===== config.mk =====
export PLATFORM = sky130hd
export DESIGN_NAME = utf8_field_splitter_top
export DESIGN_NICKNAME = d
export VERILOG_FILES = /design/src/hdl/ufs_pkg.sv /design/src/hdl/ufs_step.sv /design/src/hdl/ufs_result_fifo.sv /design/src/hdl/utf8_field_splitter_top.sv
export VERILOG_INCLUDE_DIRS = /design/src /design/src/hdl
export SDC_FILE = /design/constraint.sdc
export NUM_CORES = 1
export LEC_CHECK = 0
export ABC_CLOCK_PERIOD_IN_PS = 6500
export BUFFER_PORTS_ARGS = -buffer_cell sky130_fd_sc_hd__buf_2
export CAP_MARGIN = 25
export CORE_UTILIZATION = 63
export DETAILED_ROUTE_END_ITERATION = 16
export GPL_TIMING_DRIVEN = 0
export PLACE_DENSITY = 0.9
export SLEW_MARGIN = 20
export SYNTH_ARGS = -nofsm -noshare
export SYNTH_HDL_FRONTEND = slang
export SYNTH_HIERARCHICAL = 1
export SYNTH_SLANG_ARGS = --single-unit

===== constraint.sdc =====
create_clock -name clk -period 6.5 [get_ports clk]
set_input_delay 0.325 -clock clk [delete_from_list [all_inputs] [get_ports clk]]
set_output_delay 0.325 -clock clk [all_outputs]
set_load 0.02 [all_outputs]

===== src/hdl/assert_macros.svh =====
// Assertion macros for the RTL of the field splitter, used by its top level.
// No dependencies; include with the bare file name.
`ifndef ASSERT_MACROS_SVH
`define ASSERT_MACROS_SVH

// Checks an implication or plain property at every rising edge outside reset.
`define ASSERT_AT(lbl, clk, rst_n, prop, msg) \
    lbl: assert property (@(posedge clk) disable iff (!rst_n) prop) else $error(msg);

// Checks that a condition never holds at a rising edge outside reset.
`define ASSERT_NEVER(lbl, clk, rst_n, cond, msg) \
    lbl: assert property (@(posedge clk) disable iff (!rst_n) !(cond)) else $error(msg);

`endif


===== src/hdl/ufs_pkg.sv =====
// Types and constants of the UTF-8 field splitter.
// No dependencies; used by ufs_step, ufs_result_fifo and the top level.
package ufs_pkg;

    localparam int unsigned BUFFER_BYTES = 4096;
    // A byte outside a character arriving at this length or more closes the field with a limit error.
    localparam int unsigned LIMIT = BUFFER_BYTES - 5;

    localparam int LEN_W = 12;
    localparam logic [LEN_W-1:0] LEN_MAX = {LEN_W{1'b1}};

    localparam logic [7:0] BYTE_SPACE = 8'h20;
    localparam logic [7:0] BYTE_CONT = 8'h80;
    localparam logic [7:0] BYTE_LEAD2 = 8'hC0;
    localparam logic [7:0] BYTE_LEAD3 = 8'hE0;
    localparam logic [7:0] BYTE_LEAD4 = 8'hF0;
    localparam logic [7:0] BYTE_BAD = 8'hF8;
    localparam logic [7:0] BYTE_EOF = 8'hFF;

    localparam logic [1:0] KIND_CONTENT = 2'd0;
    localparam logic [1:0] KIND_TERM = 2'd1;
    localparam logic [1:0] KIND_ERROR = 2'd2;

    localparam logic [1:0] CAUSE_NONE = 2'd0;
    localparam logic [1:0] CAUSE_STRAY = 2'd1;
    localparam logic [1:0] CAUSE_BAD_LEAD = 2'd2;
    localparam logic [1:0] CAUSE_LIMIT = 2'd3;

    localparam int FIFO_DEPTH = 4;
    localparam int PTR_W = 2;
    localparam int CNT_W = 3;

    typedef struct packed {
        logic [1:0]       kind;
        logic [7:0]       data_byte;
        logic [LEN_W-1:0] field_length;
        logic [LEN_W-1:0] max_length;
        logic [1:0]       error_cause;
        logic             is_last;
    } result_t;

endpackage


===== src/hdl/ufs_step.sv =====
// Per-byte tokenizer logic and the field state registers.
// Depends on ufs_pkg for result_t and the byte and code constants.
module ufs_step
(
    input  logic                clk,
    input  logic                rst_n,
    input  logic                go,
    input  logic [7:0]          byte_in,
    output ufs_pkg::result_t    res_first,
    output ufs_pkg::result_t    res_second,
    output logic                res_two
);

    logic [1:0]                 pend_reg, pend_next;
    logic [ufs_pkg::LEN_W-1:0]  cur_reg, cur_next;
    logic [ufs_pkg::LEN_W-1:0]  max_reg, max_next;

    logic                       at_limit;
    logic [ufs_pkg::LEN_W-1:0]  cur_b;
    logic [ufs_pkg::LEN_W-1:0]  max_b;
    logic [ufs_pkg::LEN_W-1:0]  max_end;
    logic [2:0]                 add_n;
    logic [ufs_pkg::LEN_W:0]    sum;
    logic [ufs_pkg::LEN_W-1:0]  cur_add;
    ufs_pkg::result_t           lim_res;
    ufs_pkg::result_t           main_res;

    always_comb
    begin
        at_limit = ({20'd0, cur_reg} >= 32'(ufs_pkg::LIMIT));
        // After a limit error the byte is handled against an empty field.
        cur_b = at_limit ? '0 : cur_reg;
        max_b = (at_limit && (cur_reg > max_reg)) ? cur_reg : max_reg;
        max_end = (cur_b > max_b) ? cur_b : max_b;

        if (byte_in < ufs_pkg::BYTE_CONT)
            add_n = 3'd1;
        else if (byte_in < ufs_pkg::BYTE_LEAD3)
            add_n = 3'd2;
        else if (byte_in < ufs_pkg::BYTE_LEAD4)
            add_n = 3'd3;
        else
            add_n = 3'd4;
        sum = {1'b0, cur_b} + {{(ufs_pkg::LEN_W-2){1'b0}}, add_n};
        cur_add = sum[ufs_pkg::LEN_W] ? ufs_pkg::LEN_MAX : sum[ufs_pkg::LEN_W-1:0];

        lim_res.kind = ufs_pkg::KIND_ERROR;
        lim_res.data_byte = 8'd0;
        lim_res.field_length = cur_reg;
        lim_res.max_length = max_b;
        lim_res.error_cause = ufs_pkg::CAUSE_LIMIT;
        lim_res.is_last = 1'b0;

        main_res.kind = ufs_pkg::KIND_CONTENT;
        main_res.data_byte = byte_in;
        main_res.field_length = cur_reg;
        main_res.max_length = max_reg;
        main_res.error_cause = ufs_pkg::CAUSE_NONE;
        main_res.is_last = 1'b1;

        pend_next = pend_reg;
        cur_next = cur_reg;
        max_next = max_reg;

        if (pend_reg != 2'd0)
        begin
            // Continuation bytes pass through without any check.
            pend_next = pend_reg - 2'd1;
        end
        else
        begin
            main_res.max_length = max_b;
            max_next = max_b;
            cur_next = cur_b;
            if ((byte_in < ufs_pkg::BYTE_SPACE) || (byte_in == ufs_pkg::BYTE_EOF))
            begin
                main_res.kind = ufs_pkg::KIND_TERM;
                main_res.field_length = cur_b;
                main_res.max_length = max_end;
                max_next = max_end;
                cur_next = '0;
            end
            else if ((byte_in < ufs_pkg::BYTE_LEAD2) && (byte_in >= ufs_pkg::BYTE_CONT))
            begin
                main_res.kind = ufs_pkg::KIND_ERROR;
                main_res.data_byte = 8'd0;
                main_res.field_length = cur_b;
                main_res.max_length = max_end;
                main_res.error_cause = ufs_pkg::CAUSE_STRAY;
                max_next = max_end;
                cur_next = '0;
            end
            else if (byte_in >= ufs_pkg::BYTE_BAD)
            begin
                main_res.kind = ufs_pkg::KIND_ERROR;
                main_res.data_byte = 8'd0;
                main_res.field_length = cur_b;
                main_res.max_length = max_end;
                main_res.error_cause = ufs_pkg::CAUSE_BAD_LEAD;
                max_next = max_end;
                cur_next = '0;
            end
            else
            begin
                main_res.field_length = cur_add;
                cur_next = cur_add;
                pend_next = add_n[1:0] - 2'd1;
            end
        end

        res_two = (pend_reg == 2'd0) && at_limit;
        res_first = res_two ? lim_res : main_res;
        res_second = main_res;
    end

    always_ff @(posedge clk or negedge rst_n)
    begin
        if (!rst_n)
        begin
            pend_reg <= 2'd0;
            cur_reg <= '0;
            max_reg <= '0;
        end
        else if (go)
        begin
            pend_reg <= pend_next;
            cur_reg <= cur_next;
            max_reg <= max_next;
        end
    end

endmodule


===== src/hdl/ufs_result_fifo.sv =====
// Four-entry result queue that takes one or two results per cycle.
// Depends on ufs_pkg for result_t and the queue sizes.
module ufs_result_fifo
(
    input  logic                clk,
    input  logic                rst_n,
    input  logic                push,
    input  logic                push_two,
    input  ufs_pkg::result_t    wr_first,
    input  ufs_pkg::result_t    wr_second,
    output logic                room_two,
    output logic                out_valid,
    input  logic                out_ready,
    output ufs_pkg::result_t    rd_data
);

    ufs_pkg::result_t               mem_reg [ufs_pkg::FIFO_DEPTH];
    logic [ufs_pkg::PTR_W-1:0]      wr_ptr_reg, wr_ptr_next;
    logic [ufs_pkg::PTR_W-1:0]      rd_ptr_reg, rd_ptr_next;
    logic [ufs_pkg::CNT_W-1:0]      count_reg, count_next;
    logic [ufs_pkg::PTR_W-1:0]      wr_ptr_second;
    logic                           pop;
    logic [ufs_pkg::CNT_W-1:0]      n_push;

    always_comb
    begin
        pop = out_valid && out_ready;
        n_push = push ? (push_two ? ufs_pkg::CNT_W'(2) : ufs_pkg::CNT_W'(1))
                      : ufs_pkg::CNT_W'(0);
        wr_ptr_second = wr_ptr_reg + ufs_pkg::PTR_W'(1);
        wr_ptr_next = wr_ptr_reg + n_push[ufs_pkg::PTR_W-1:0];
        rd_ptr_next = pop ? rd_ptr_reg + ufs_pkg::PTR_W'(1) : rd_ptr_reg;
        count_next = count_reg + n_push - ufs_pkg::CNT_W'(pop);
    end

    assign room_two = (count_reg <= ufs_pkg::CNT_W'(ufs_pkg::FIFO_DEPTH - 2));
    assign out_valid = (count_reg != '0);
    assign rd_data = mem_reg[rd_ptr_reg];

    always_ff @(posedge clk)
    begin
        if (push)
        begin
            mem_reg[wr_ptr_reg] <= wr_first;
            if (push_two)
                mem_reg[wr_ptr_second] <= wr_second;
        end
    end

    always_ff @(posedge clk or negedge rst_n)
    begin
        if (!rst_n)
        begin
            wr_ptr_reg <= '0;
            rd_ptr_reg <= '0;
            count_reg <= '0;
        end
        else
        begin
            wr_ptr_reg <= wr_ptr_next;
            rd_ptr_reg <= rd_ptr_next;
            count_reg <= count_next;
        end
    end

endmodule


===== src/hdl/utf8_field_splitter_top.sv =====
// Top level of the UTF-8 field splitter: input register, tokenizer, result queue.
// Depends on ufs_pkg, ufs_step, ufs_result_fifo and assert_macros.svh.
//
//  channel | direction | signals                                   | per transfer
//  --------+-----------+-------------------------------------------+---------------
//  in      | in        | in_valid, in_ready, byte_in               | one raw byte
//  out     | out       | out_valid, out_ready, kind, data_byte,    | one result
//          |           | field_length, max_length, error_cause,    |
//          |           | is_last                                   |
//
// One byte is taken every cycle while the queue has room for two results; its results pass
// through the input register and the queue. A byte that closes a field at the length limit
// yields two results, and the output port sets the rate then: one result per cycle.
// The input register feeds the queue only while it has room for two results, so a stall on
// the output fills the four-entry queue to three or four results and then holds in_ready low.
// Reset is asynchronous and empties the input register and queue and clears all lengths.
`include "assert_macros.svh"

module utf8_field_splitter_top
(
    input  logic        clk,
    input  logic        rst_n,
    input  logic        in_valid,
    output logic        in_ready,
    input  logic [7:0]  byte_in,
    output logic        out_valid,
    input  logic        out_ready,
    output logic [1:0]  kind,
    output logic [7:0]  data_byte,
    output logic [11:0] field_length,
    output logic [11:0] max_length,
    output logic [1:0]  error_cause,
    output logic        is_last
);

    logic               vld_reg;
    logic [7:0]         byte_reg;
    logic               stage_go;
    logic               room_two;
    ufs_pkg::result_t   res_first;
    ufs_pkg::result_t   res_second;
    logic               res_two;
    ufs_pkg::result_t   rd_data;

    assign stage_go = vld_reg && room_two;
    assign in_ready = !vld_reg || stage_go;

    always_ff @(posedge clk or negedge rst_n)
    begin
        if (!rst_n)
            vld_reg <= 1'b0;
        else if (in_ready)
            vld_reg <= in_valid;
    end

    always_ff @(posedge clk)
    begin
        if (in_ready && in_valid)
            byte_reg <= byte_in;
    end

    ufs_step u_step
    (
        .clk        (clk),
        .rst_n      (rst_n),
        .go         (stage_go),
        .byte_in    (byte_reg),
        .res_first  (res_first),
        .res_second (res_second),
        .res_two    (res_two)
    );

    ufs_result_fifo u_fifo
    (
        .clk        (clk),
        .rst_n      (rst_n),
        .push       (stage_go),
        .push_two   (res_two),
        .wr_first   (res_first),
        .wr_second  (res_second),
        .room_two   (room_two),
        .out_valid  (out_valid),
        .out_ready  (out_ready),
        .rd_data    (rd_data)
    );

    assign kind = rd_data.kind;
    assign data_byte = rd_data.data_byte;
    assign field_length = rd_data.field_length;
    assign max_length = rd_data.max_length;
    assign error_cause = rd_data.error_cause;
    assign is_last = rd_data.is_last;

    // Only a limit error is followed by a second result from the same byte.
    `ASSERT_AT(a_not_last_is_limit, clk, rst_n, (out_valid && !is_last) |-> (kind == ufs_pkg::KIND_ERROR && error_cause == ufs_pkg::CAUSE_LIMIT), "result that is not last must be a limit error")
    // Both results of a byte are queued together, so the second is ready at once.
    `ASSERT_AT(a_second_ready, clk, rst_n, (out_valid && out_ready && !is_last) |=> out_valid, "second result of a byte is missing")
    `ASSERT_NEVER(a_end_above_max, clk, rst_n, out_valid && kind != ufs_pkg::KIND_CONTENT && field_length > max_length, "field end longer than running maximum")
    `ASSERT_AT(a_error_has_cause, clk, rst_n, (out_valid && kind == ufs_pkg::KIND_ERROR) |-> (error_cause != ufs_pkg::CAUSE_NONE && data_byte == 8'd0), "error end without cause or with data")

endmodule


Yosys cells after proc, flatten, opt, wreduce, memory -nomap -nowiden
Memories as Yosys holds them, arrays and structs flattened.
Index checks and enable logic that the tools add are counted.
{"block": "totals", "register_bits": 42, "ram_bits": 148, "in_bits": 12, "out_inout_bits": 39, "elab_cells": 81, "mem_count": 1}
{"block": "classes", "add_sub_neg": 8, "magnitude_cmp": 11, "eq_ne": 4, "muxes": 34, "bitwise": 1, "n_reduce_logical": 14}
{"name": "u_fifo.mem_reg", "words": 4, "width": 37, "rd": 1, "rd_clocked_by_memory_dff": 0, "wr": 2, "line": "ufs_result_fifo.sv:17", "text": "ufs_pkg::result_t mem_reg [ufs_pkg::FIFO_DEPTH];"}
{"op": "$mux 12", "count": 11}
{"op": "$mux 36", "count": 2}
{"op": "$mux 37", "count": 1}
{"op": "$lt 8x8->1 const B", "count": 4}
{"op": "$gt 12x12->1", "count": 2}
{"op": "$mux 24", "count": 1}
{"op": "$ge 8x8->1 const B", "count": 2}
{"op": "$mux 14", "count": 1}
{"op": "$mux 2", "count": 7}
{"op": "$add 12x3->13", "count": 1}
{"op": "$ge 12x12->1 const B", "count": 1}
{"op": "$mux 3", "count": 4}
{"op": "$mux 10", "count": 1}
{"op": "$eq 8x8->1 const B", "count": 1}
{"op": "$lt 8x6->1 const B", "count": 1}
{"op": "$mux 8", "count": 1}
{"op": "$logic_and 1x1->1", "count": 6}
{"op": "$ne 2x1->1 const B", "count": 3}
{"op": "$mux 1", "count": 5}
{"op": "$add 2x1->2 const B", "count": 2}
{"op": "$reduce_and 4->1", "count": 1}
{"op": "$sub 2x1->2 const B", "count": 2}
{"op": "$add 3x3->3", "count": 1}
{"op": "$le 3x2->1 const B", "count": 1}
{"op": "other kinds (9)", "count": 10}

Logic depth before layout (Yosys ltp)
{"block": "depth", "ltp_word": 11, "ltp_mapped": 19, "depth_no_buf": 16}

Modules after synthesis
The synthesis kept the hierarchy.
{"mod": "ufs_result_fifo", "n_inst": 1, "cells_per_inst": 403, "area_each_um2": 7945.1, "seq_area_each_um2": 4619.4}
{"mod": "ufs_step", "n_inst": 1, "cells_per_inst": 458, "area_each_um2": 3403.3, "seq_area_each_um2": 650.6}
{"mod": "utf8_field_splitter_top", "n_inst": 1, "cells_per_inst": 13, "area_each_um2": 300.3, "seq_area_each_um2": 265.3}

Worst setup path after synthesis
No wires, ideal clock.
{"block": "synth_timing", "path_type": "register to register", "from": "register u_step/cur_reg[1] (netlist name)", "to": "memory u_fifo/mem_reg[2][0] (netlist name) (enable)", "setup_time_ps": 488, "t_arrival_ps": 4444, "required_ps": 6012, "setup_slack_ps": 1568, "stages_incl_launch_ff": 11, "n_path_buf": 4, "synth_period_minus_slack_ps": 4932, "path_cell_list": "dfrtp_1 > clkbuf_1 > a21oi_2 > nor4_2 > buf_4 > nand2_2 > inv_2 > buf_4 > buf_6 > nand3b_1 > a21boi_0"}
{"item": "start: declaration", "line": "ufs_step.sv:15", "text": "logic [ufs_pkg::LEN_W-1:0] cur_reg, cur_next;"}
{"item": "start signal: assignment", "line": "ufs_step.sv:127", "text": "cur_reg <= cur_next;"}
{"item": "end: declaration", "line": "ufs_result_fifo.sv:17"}

==> results.md <==
- The run finished, with violations left.
- The final reports fail on negative hold slack.
- Setup repair after global routing left no endpoint under its margin.
- The number of warnings reported in the yosys synthesis log is 6.
- The initial standard-cell utilization of the core is 64.6%.
- For this block, the via count after detailed routing is 8,153.
- The routability congestion estimate from global placement is 0.986.
- The die is 138 µm tall.
- The cell with the largest stage delay on the worst path is sky130_fd_sc_hd__nor3_2.
- The length of the first detailed-routing pass in iterations is 7.
- The xor-xnor portion of the synthesized cell area is 0.602%.
- The detail route stage leaves a number of antenna-violating nets equal to 0.
- The complex-gate fraction of the synthesized area is 8.58%.
- Summed over its instances, the top area cell type makes up 40.2% of the synthesized netlist area.
- Measured against its own limit, the worst slew margin works out to 37.0%.
- The kind of end point of the critical path is a register.
- The count of final hold-check violations is 15.
- Dividing the detail-routed wire length by the instance count gives 25.1 µm.
- Of the total synthesized cell area, the portion taken by full adders, half adders and majority gates is 3.67%.
- The worst hold path belongs to the class input port to asynchronous set/reset pin.
- The flip-flop count of the largest register, all copies and words added is 148.
- The number of port buffers is 50.
- The number of cells on the worst reg-to-reg path is 16.
- The die covers 0.0190 mm².
- The data arrival time of the worst path is 5.52 ns.
- Ranked by total cell area, the synthesized netlist is headed by sky130_fd_sc_hd__edfxtp_1 (40%), sky130_fd_sc_hd__mux2_2 (8.5%), sky130_fd_sc_hd__mux2_4 (7.7%).
- The analysis attributes to cell leakage a power of 5.21 nW.
- In this run, synthesis inferred 156 flip-flops with an integrated enable.
- The horizontal die dimension is 138 µm.
- The mean number of vias per cell is 6.85.
- The fraction of final layout cells with drive strength greater than 1 is 36.4%.
- The net count of the finished layout is 994.
- The number of antenna violations at the first check in global routing came to 0.
- The CTS tree is built.
- The number of setup buffers added after CTS is 0.
- The total DRC errors in the routed layout is 0.
- The data required time at the worst endpoint is 6.81 ns.
- The worst hold slack is -0.0185 ns.
- The count of maximum capacitance violations is 0.
- The post-CTS clock slew at the launch and capture registers of the worst setup and hold paths is 0.08 ns.
- Gates resized during post-CTS repair numbered 0.
- The power per cell area is 430 mW/mm².
- The root buffer cell is sky130_fd_sc_hd__clkbuf_16.
- During I/O placement, the number of pins put on the boundary was 51.
- For this design, the sink count on the clock tree is 190.
- The wire length after detailed routing is 29,900 µm.
- After floorplanning, the core was divided into 49 placement rows.
- For the pin with the worst max-slew slack, the measured transition is 0.943 ns.
- The distinct cell type count of the synthesized netlist is 76.
- After synthesis the cells add up to 0.0116 mm².
- The peak supply drop is 279 µV.
- The instance count after placement with tap cells included is 1,159.
- Of the post-synthesis cell area, the part taken by muxes is 25.5%.
- For this run, the top clock speed supported by timing is 192 MHz.
- In the synthesized netlist the async set-or-reset flop fraction comes to 17.9%.
- The number of buffers between clock root and the deepest sink is 2.
- STA classifies the critical path startpoint as a register.
- The path type of the worst setup path is register to register.
- The pin count of the biggest net entering global routing is 35.
- The via count of the first global-routing pass is 8,077.
- The synthesized netlist devotes 8.67% of its cell area to simple gates.
- After synthesis the netlist holds a flip-flop and latch count of 190.
- In this run the cell area measured after placement is 0.0124 mm².
- The mean cell area of the mapped netlist is 13.3 µm².
- Traced cell by cell, the critical path runs through clkbuf_1 > a21o_1 > nand4_1 > buf_2 > clkbuf_1 > nand2_1 > inv_1 > ha_1 > inv_1 > fa_1 > nor2b_1 > o211ai_1 > nor3_2 > nor2_1 > o21ai_0 > mux2_2.
- The first global-routing pass estimated 46,100 µm of wire.
- For this run, the number of standard cells in the final layout without fillers is 1,191.
- The total congestion overflow after global routing is 0.
- The register area share after synthesis is 47.5%.
- The shortest period the worst path allows is 5.21 ns.
- Counting every instance in the synthesized netlist gives 874.
- The later pin in the worst-skew pair is clocked with a latency of 0.45 ns.
- The area of the placeable core is 0.0180 mm².
- Along the worst path, the maximum fanout reaches 10.
- The net count after synthesis is 919.
- The HPWL after detailed placement is 20,700 µm.
- The synthesis-to-finish area growth is 11.5%.
- Clock skew on the completed layout was measured at 0.00918 ns.
- The number of slew-limit violations in the final report is 0.
- The number of H-tree levels is 4.
- Dividing the final minimum period by the clock period gives 80.1%.
- The antenna diode instance count is 0.
- Global routing consumed, over all layers together, 33.0% of the routing resources.
- The count of endpoints failing setup in the final report is 0.
- For this block, the initial DRC count from the detailed router was 1,050.
- After synthesis, the largest family of logic cells by area is multiplexers.
- After filler insertion, the fill cell instance count of the layout stands at 1,129.
- For this run, the leading register cell type out of synthesis is sky130_fd_sc_hd__edfxtp_1.
- The worst stage delay on the critical path is 0.61 ns.
- The final instance area is 0.0130 mm².
- The clock buffer count from CTS is 17.
- The hold-fix buffer count after cts is 0.
- The dominant cell type by area after synthesis is sky130_fd_sc_hd__edfxtp_1.
==> worst max-delay path: cells and delay by family, from the launching register on <==
kind	cells	cell delay, ns
buf+inv	5	1.21
mux	1	0.28
simple gates	5	1.54
fa+ha+maj	2	0.58
compound gates	3	1.05
flops	1	0.41
==> where the power goes <==
group / switching, mW / internal [mW]
combinational: 1.48 / 1.09
sequential: 0.160 / 1.72
clock: 0.507 / 0.621
total: 2.15 / 3.44
==> cell type report <==
cell class	count	area (µm²)	area share [%]
tap	229	287	2.21
clock buffer	17	425	3.27
buffer	56	460	3.54
sequential	190	5540	42.6
multi-input combinational	582	5510	42.4
timing repair buffer	56	400	3.08
clock inverter	15	203	1.56
inverter	46	173	1.33
==> synthesized netlist by cell type (all sizes together), types with 2 or more instances <==
cell	count
edfxtp	156
mux2	151
a21oi	50
nand2	48
inv	46
buf	43
nor2	42
mux4	37
o21ai	37
dfrtp	34
ha	31
mux2i	21
nand4	17
nand3	16
and2	14
clkbuf	13
nor3	10
a2bb2oi	9
nor2b	8
o211ai	8
and3	7
a31oi	6
nand2b	6
o22ai	5
or3	5
xnor2	5
a21o	4
a22o	4
a211o	3
a211oi	3
a31o	3
and4	3
o21a	3
xor2	3
fa	2
nand4b	2
nor4	2
o211a	2
o31ai	2
o41ai	2
==> kinds of logic after synthesis <==
family,Yosys count
xor gates and xnor gates,8
adders and majority gates,33
buffers and inverters,102
muxes,209
and+or+nand+nor,184
AOI/OAI and AO/OA,147
DFF,190
other,1
==> cells in the final DEF, fill, tap and decap left out, drive strengths merged, types with 9 or more instances in the layout <==
cell type / netlist / final
nand4: 17 / 17
inv: 46 / 53
o21ai: 37 / 37
ha: 31 / 31
nor2: 42 / 42
mux4: 37 / 37
nor3: 10 / 10
nand3: 16 / 16
dfrtp: 34 / 34
mux2i: 21 / 21
clkbuf: 13 / 30
mux2: 151 / 151
and2: 14 / 14
a21oi: 50 / 50
a2bb2oi: 9 / 9
nand2: 48 / 48
edfxtp: 156 / 156
buf: 43 / 99
==> stage by stage <==
step	setup TNS [ns]	power, mW	hold WS (ns)	worst slack [ns]	util [%]
after floorplan	0	3.67	0.0294	1.57	-
after CTS	0	5.56	0.00196	1.57	72.1
after global routing	0	5.84	0.0397	1.09	72.1
after detailed placement	0	4.41	0.473	1.61	68.6
final	0	5.59	-0.0185	1.29	72.1
after global placement	-54.86	4.25	0.477	-1.49	67.6
==> per-layer routing <==
layer	up-vias	global-route usage, %	wire [µm]
met5	-	0	0
met4	0	14.4	1180
met3	95	6.03	2640
met2	562	53.3	14600
met1	3997	43.7	11400
li1	3499	-	-
==> worst paths after layout <==
check	from	endpoint	slack [ns]
min in group clk	byte_in[0]	byte_reg[0]	0.05
hold / removal	rst_n	u_fifo/rd_ptr_reg[1]	-0.02
setup / recovery	u_step/cur_reg[1]	u_fifo/mem_reg[0][15]	1.29
max in group asynchronous	rst_n	u_step/max_reg[11]	5.97
hold reg to reg	u_fifo/wr_ptr_reg[0]	u_fifo/wr_ptr_reg[0]	0.54
setup reg to reg	u_step/cur_reg[1]	u_fifo/mem_reg[0][15]	1.29
(Power assumes the default switching activity.)
